### src/hdl/bffa_pkg.sv
// Shared types, constants and helper functions for the bitmap first-free allocator.
// No dependencies; imported by bitmap_first_free_allocator_core and bffa_scan.
`default_nettype none

package bffa_pkg;

  localparam int unsigned BitmapBytesDef = 1024;
  localparam int unsigned WordW          = 64;
  localparam int unsigned BytesPerWord   = 8;
  localparam int unsigned OffW           = 6;
  localparam int unsigned IdxW           = 13;
  localparam int unsigned RangeW         = 14;

  localparam logic [7:0] ByteFull = 8'hFF;

  localparam logic OpMark = 1'b0;
  localparam logic OpSeek = 1'b1;

  typedef struct packed {
    logic            hit;
    logic [OffW-1:0] off;
  } scan_res_t;

  // position of the first zero bit, counted MSB first
  function automatic logic [2:0] first_zero(input logic [7:0] v);
    logic [2:0] pos;
    pos = 3'd7;
    for (int k = 7; k >= 0; k--) begin
      if (!v[7-k]) begin
        pos = 3'(k);
      end
    end
    return pos;
  endfunction

endpackage

`default_nettype wire

### src/hdl/bffa_scan.sv
// Word checker: finds the first free bit of a 64-bit bitmap word inside a byte range.
// Depends on bffa_pkg.
`default_nettype none

module bffa_scan #(
  parameter int unsigned AddrW = 7,
  parameter int unsigned CntW  = 11
) (
  input  wire logic [bffa_pkg::WordW-1:0] word_i,
  input  wire logic [AddrW-1:0]           word_idx_i,
  input  wire logic [CntW-1:0]            begin_i,
  input  wire logic [CntW-1:0]            end_i,
  output bffa_pkg::scan_res_t             res_o
);
  import bffa_pkg::*;

  logic [BytesPerWord-1:0] not_full;
  logic [2:0]              pos [BytesPerWord];

  always_comb begin
    for (int j = 0; j < BytesPerWord; j++) begin
      logic [CntW-1:0] addr;
      addr        = CntW'({word_idx_i, 3'(j)});
      not_full[j] = (addr >= begin_i) && (addr < end_i) && (word_i[8*j +: 8] != ByteFull);
      pos[j]      = first_zero(word_i[8*j +: 8]);
    end
  end

  always_comb begin
    res_o.hit = |not_full;
    res_o.off = '0;
    for (int j = BytesPerWord - 1; j >= 0; j--) begin
      if (not_full[j]) begin
        res_o.off = {3'(j), pos[j]};
      end
    end
  end

endmodule

`default_nettype wire
### config.mk
export PLATFORM = sky130hd
export DESIGN_NAME = bffa_scan
export DESIGN_NICKNAME = d
export VERILOG_FILES = /design/src/hdl/bffa_pkg.sv /design/src/hdl/bffa_scan.sv
export SDC_FILE = /design/constraint.sdc
export NUM_CORES = 1
export LEC_CHECK = 0
export BUFFER_PORTS_ARGS = -buffer_cell sky130_fd_sc_hd__buf_4
export CAP_MARGIN = 20
export CELL_PAD_IN_SITES_DETAIL_PLACEMENT = 0
export CELL_PAD_IN_SITES_GLOBAL_PLACEMENT = 1
export CORE_AREA = 2 2 74 76
export DETAILED_ROUTE_END_ITERATION = 7
export DIE_AREA = 0 0 76 78
export PLACE_DENSITY = 0.95
export SLEW_MARGIN = 25
export SYNTH_ARGS = -nofsm -noshare
export SYNTH_HDL_FRONTEND = slang
export SYNTH_SLANG_ARGS = --single-unit
### constraint.sdc
create_clock -name vclk -period 5.6
set_input_delay 0.56 -clock vclk [all_inputs]
set_output_delay 0.56 -clock vclk [all_outputs]
set_load 0.005 [all_outputs]
==> impl_metrics.tcl, run 1 <==
set metrics [dict create \
    status "finished, final reports clean" \
    seq_cells 0 \
    initial_core_util_pct 31.5 \
    io_pins 100 \
    fin_util_pct 47.8 \
    ctsResizeCount 0 \
    arrival_ns 3.21 \
    grt_max_degree 10 \
    setup_viol 0 \
    switching_share_pct 46.4 \
    grt_pass1_wl_microns 8830 \
    drv_cap 0 \
    synth_area_leader_cell "ha_1" \
    crit_path_max_fanout 9 \
    pwr_density_cell_nw_per_um2 86.9 \
    crit_type "in -> out" \
    clock_buffers 0 \
    drive_above_1_share_pct 34.0 \
    slew_headroom_pct 67.4 \
    cts_hold_buf 0 \
    core-area_sq_um 5040 \
    regArea_sq_um 0 \
    seqPwrFrac_pct 0 \
    drc 0 \
    rows 26 \
    worst_slack_ns 1.83 \
    vias 2138 \
    hold_class "in -> out" \
    critPathLaunchType "primary input" \
    hpwl_microns 4790 \
    irDropWorstVdd_uv 47.1 \
    fillCellCount 535 \
    worst_pin_slew_ns 0.485 \
    grt_usage_pct 17.2 \
    internal_power_mw 0.112 \
    ant_nets 0 \
    final_area_sq_um 2410 \
    clock_power_share_pct 0 \
    fin_hold_ws_ns 1.58 \
    syn-instance-count 237 \
    postRouteWirelength_microns 5320 \
    synth.area.top_cells "ha_1 (13%), nand2_1 (7.8%), inv_1 (7.1%)" \
    place.gp.congestion 0.862 \
    fin_crit_sh_pct 67.3 \
    slew_violations 0 \
    die_h_microns 78 \
    die_area_sq_um 5930 \
    max_freq_mhz 265 \
    yosysSeqAreaShare_pct 0 \
    switching_power_mw 0.0972 \
    syn_to_final_growth_pct 51.8 \
    placed_area_sq_um 2410 \
    syn_nets 346 \
    hold_viol 0 \
    port_buffers 100 \
    pre_cts_ws_ns 1.89 \
    crit_start "word_idx_i[5]" \
    final_nets 446 \
    synthesis.area_sq_um 1590 \
    tns_ns 0 \
    fin_crit_ns 3.77 \
    routedWlPerCell_microns 13.1 \
    pwr-share-comb_pct 100.0 \
    antenna_found_initial 0 \
    synth.avg_cell_area_sq_um 6.69 \
    p_leak_nw 1.17 \
    critPathCaptureType "output pin" \
    die_w_microns 76 \
    required_ns 5.04 \
    vias_per_cell 5.28 \
    synth.top_cell.area_share_pct 12.6 \
    rsz0062_at_grt "no" \
    grt_pass1_vias 2055 \
    multi_input_area_sq_um 1460 \
    holdCritStartpoint "word_i[6]" \
    post_cts_buffers 0 \
    grt_overflow 0 \
    firstDrtPassIters 4 \
    ys_types 56 \
    dr.first_iter.drc_count 68 \
    diodes 0 \
    yosys_warnings 0 \
]
[power groups by stage]
stage	logic, mW	clock network, mW	registers (mW)
after floorplan	0.108	0	0
after global placement	0.206	0	0
after detailed placement	0.209	0	0
after CTS	0.210	0	0
after global routing	0.234	0	0
final	0.209	0	0
[synthesized netlist by cell type (3+ instances only)]
library cell / count
nor2b_1: 3
o21ai_0: 18
and3_1: 3
nand2_1: 33
a211oi_1: 5
nand3_1: 8
a21boi_0: 9
o32a_1: 3
inv_1: 30
a21oi_1: 9
ha_1: 16
o21a_1: 4
nand4_1: 18
nor2_1: 6
o211ai_1: 10
nor3_1: 6
or3_1: 7
[worst paths after layout]
path / depth (start not counted) / slack, ns / endpoint
worst min-delay path: 5 / 1.58 / res_o[1]
worst max-delay path: 10 / 1.83 / res_o[0]
[metal layers]
| layer | wire, microns | up-vias | GRT usage (%) |
|---|---|---|---|
| met3 | 335 | 4 | 2.56 |
| met5 | 0 | - | 0 |
| met1 | 2450 | 938 | 23.3 |
| met4 | 27 | 0 | 1.27 |
| met2 | 2500 | 71 | 30.2 |
| li1 | - | 1125 | - |
[cell type report]
type	count	share of cell area, %
tap	70	3.64
multi-input combinational	205	60.5
timing repair buffer	100	31.2
inverter	30	4.68
[placed cells by master (no fill, tap or decap), drive strengths merged, types with 2 or more instances in the layout]
master,instances
buf,100
nand2,33
inv,30
o21ai,19
nand4,18
ha,16
o211ai,10
a21boi,10
a21oi,9
nand3,9
or3,8
nor2,6
nor3,6
a211oi,5
o21a,4
o32a,3
nor2b,3
and3,3
nand4b,2
nor3b,2
and2,2
o211a,2
and4,2
nand2b,2
o22ai,2
a31oi,2
a311oi,2
a31o,2
nor4,2
o2111ai,2
a211o,2
[cell families after synthesis]
kind of cell / share of synthesized area, %
buffers and inverters: 8.12
adder cells (fa/ha/maj): 12.6
AND/OR/NAND/NOR: 37.1
AO/OA/AOI/OAI: 42.1
[critical path, cell delays in order]
cell and delay, ns:
buf_4 0.11, ha_1 0.33, a211oi_1 0.32, o32a_1 0.29, and2_1 0.40, o211ai_1 0.30, and3_1 0.23, o31a_1 0.24
nor3_1 0.26, buf_4 0.16
[metrics by stage]
| step | total power [mW] | instances |
|---|---|---|
| global placement | 0.206 | 405 |
| finish | 0.209 | 405 |
| floorplan | 0.108 | 237 |
| detailed placement | 0.209 | 405 |
| global route | 0.234 | 405 |
| CTS | 0.210 | 405 |
Note: power is estimated with default switching activity, not from simulation.
==> run 2: changes to the inputs <==
--- a/config.mk
+++ b/config.mk
@@ -9,10 +9,10 @@
 export CAP_MARGIN = 20
 export CELL_PAD_IN_SITES_DETAIL_PLACEMENT = 0
 export CELL_PAD_IN_SITES_GLOBAL_PLACEMENT = 1
-export CORE_AREA = 2 2 74 76
+export CORE_AREA = 2 2 76 78
 export DETAILED_ROUTE_END_ITERATION = 7
-export DIE_AREA = 0 0 76 78
-export PLACE_DENSITY = 0.95
+export DIE_AREA = 0 0 78 80
+export PLACE_DENSITY = 0.91
 export SLEW_MARGIN = 25
 export SYNTH_ARGS = -nofsm -noshare
 export SYNTH_HDL_FRONTEND = slang
==> constraint.sdc (replaced) <==
create_clock -name vclk -period 3.9
set_input_delay 0.39 -clock vclk [all_inputs]
set_output_delay 0.39 -clock vclk [all_outputs]
set_load 0.005 [all_outputs]
==> run 2 against run 1 <==
First-iteration DRC count is 29% higher; global-route usage decreased by 0.81 points; routed wire length rose by 0.53%; non-clock buffer count unchanged; combinational power increased by 44%; via count up 0.75%; die area is 5.3% higher; total power is 44% higher; utilization shrank 3.2 points; worst hold slack worse by 0.35 ns; sequential share of layout area is the same.
==> impl_metrics.tcl, run 2 (same netlist as run 1, synthesis figures left out) <==
set metrics [dict create \
    status "finished, final reports clean" \
    grt_max_degree 10 \
    post_cts_buffers 0 \
    final_nets 446 \
    clock_power_share_pct 0 \
    pwr_density_cell_nw_per_um2 125 \
    crit_type "in -> out" \
    switching_power_mw 0.140 \
    required_ns 3.51 \
    grt_pass1_wl_microns 8680 \
    fin_crit_ns 3.39 \
    crit_top_cell "buf_4" \
    port_buffers 100 \
    critPathLaunchType "primary input" \
    grt_pass1_vias 2029 \
    diodes 0 \
    postRouteWirelength_microns 5340 \
    die_area_sq_um 6240 \
    drc 0 \
    max_stage_delay_ns 0.41 \
    slew_violations 0 \
    final_cell_mix "buf_4 (100), nand2_1 (33), inv_1 (30), nand4_1 (18), o21ai_0 (18)" \
    irDropWorstVdd_uv 87.9 \
    vias_per_cell 5.29 \
    dr.first_iter.drc_count 88 \
    seqPwrFrac_pct 0 \
    tns_ns 0 \
    regArea_sq_um 0 \
    syn_to_final_growth_pct 52.0 \
    path_buf_inv 2 \
    worst_pin_slew_ns 0.480 \
    max_freq_mhz 295 \
    critPathTopFamily "compound AO/OA/AOI/OAI gates" \
    die_h_microns 80 \
    p_leak_nw 1.17 \
    drive_above_1_share_pct 34.0 \
    grt_usage_pct 16.4 \
    setup_viol 0 \
    final_common_cell "buf_4" \
    vias 2154 \
    ctsResizeCount 0 \
    drv_cap 0 \
    rsz0062_at_grt "no" \
    rows 27 \
    clock_buffers 0 \
    die_w_microns 78 \
    antenna_found_initial 0 \
    holdCritStartpoint "word_i[6]" \
    fin_cells 407 \
    internal_power_mw 0.161 \
    pwr-share-comb_pct 100.0 \
    fin_crit_sh_pct 86.8 \
    grt_overflow 0 \
    slowest_stage "and2_1" \
    seq_cells 0 \
    cts_hold_buf 0 \
    path_cells "buf_4 -> ha_1 -> a211oi_1 -> o32a_1 -> and2_1 -> o2111ai_2 -> a311oi_1 -> o22ai_1 -> a31o_2 -> buf_4" \
    switching_share_pct 46.5 \
    firstDrtPassIters 4 \
    arrival_ns 3.00 \
    dp.cells 407 \
    hold_class "in -> out" \
    hpwl_microns 4760 \
    slew_headroom_pct 67.8 \
    hold_viol 0 \
    critPathCaptureType "output pin" \
    crit_start "word_idx_i[5]" \
    place.gp.congestion 0.820 \
    io_pins 100 \
    initial_core_util_pct 29.4 \
    fillCellCount 604 \
    routedWlPerCell_microns 13.1 \
    ant_nets 0 \
    crit_path_max_fanout 9 \
    core-area_sq_um 5410 \
]
run 2: per-layer routing:
metal  vias up  wire, microns  part of all wire (%)  track usage [%]
met1       964           2550                    48             22.6
met3         2            306                   5.7             1.24
met4         0             17                  0.32             1.05
li1       1122              -                     -                -
met5         -              0                     0                0
met2        66           2470                    46             29.1
run 2: metrics by stage:
step	power, mW	setup WS (ns)	hold slack (ns)	area, sq um	util (%)
2_1_floorplan	0.155	1.15	0.990	1590	-
3_3_place_gp	0.296	0.600	1.24	2410	44.6
3_5_place_dp	0.300	0.546	1.24	2410	44.6
4_1_cts	0.301	0.533	1.24	2410	44.6
5_1_grt	0.334	0.284	1.29	2410	44.6
6_report	0.301	0.515	1.24	2410	44.6
run 2: power groups by stage:
stage / registers [mW] / clock network, mW / logic [mW]
after floorplan: 0 / 0 / 0.155
after global placement: 0 / 0 / 0.296
after detailed placement: 0 / 0 / 0.300
after CTS: 0 / 0 / 0.301
after global routing: 0 / 0 / 0.334
final: 0 / 0 / 0.301
run 2: path summary, 6_finish.rpt:
path / end / slack (ns) / depth (start not counted)
setup / recovery: res_o[1] / 0.51 / 10
hold / removal: res_o[1] / 1.24 / 5
run 2: final cells by class:
cell class | count | area, sq um | share of cell area, %
Timing Repair Buffer | 100 | 751 | 31.1
Tap cell | 72 | 90.1 | 3.74
Multi-Input combinational cell | 205 | 1460 | 60.5
Inverter | 30 | 113 | 4.67
run 2: tightest hold or removal path: stages:
cell	delay (ns)
buf_4	0.09
nand4_1	0.08
o31ai_1	0.09
a31o_2	0.10
buf_4	0.10
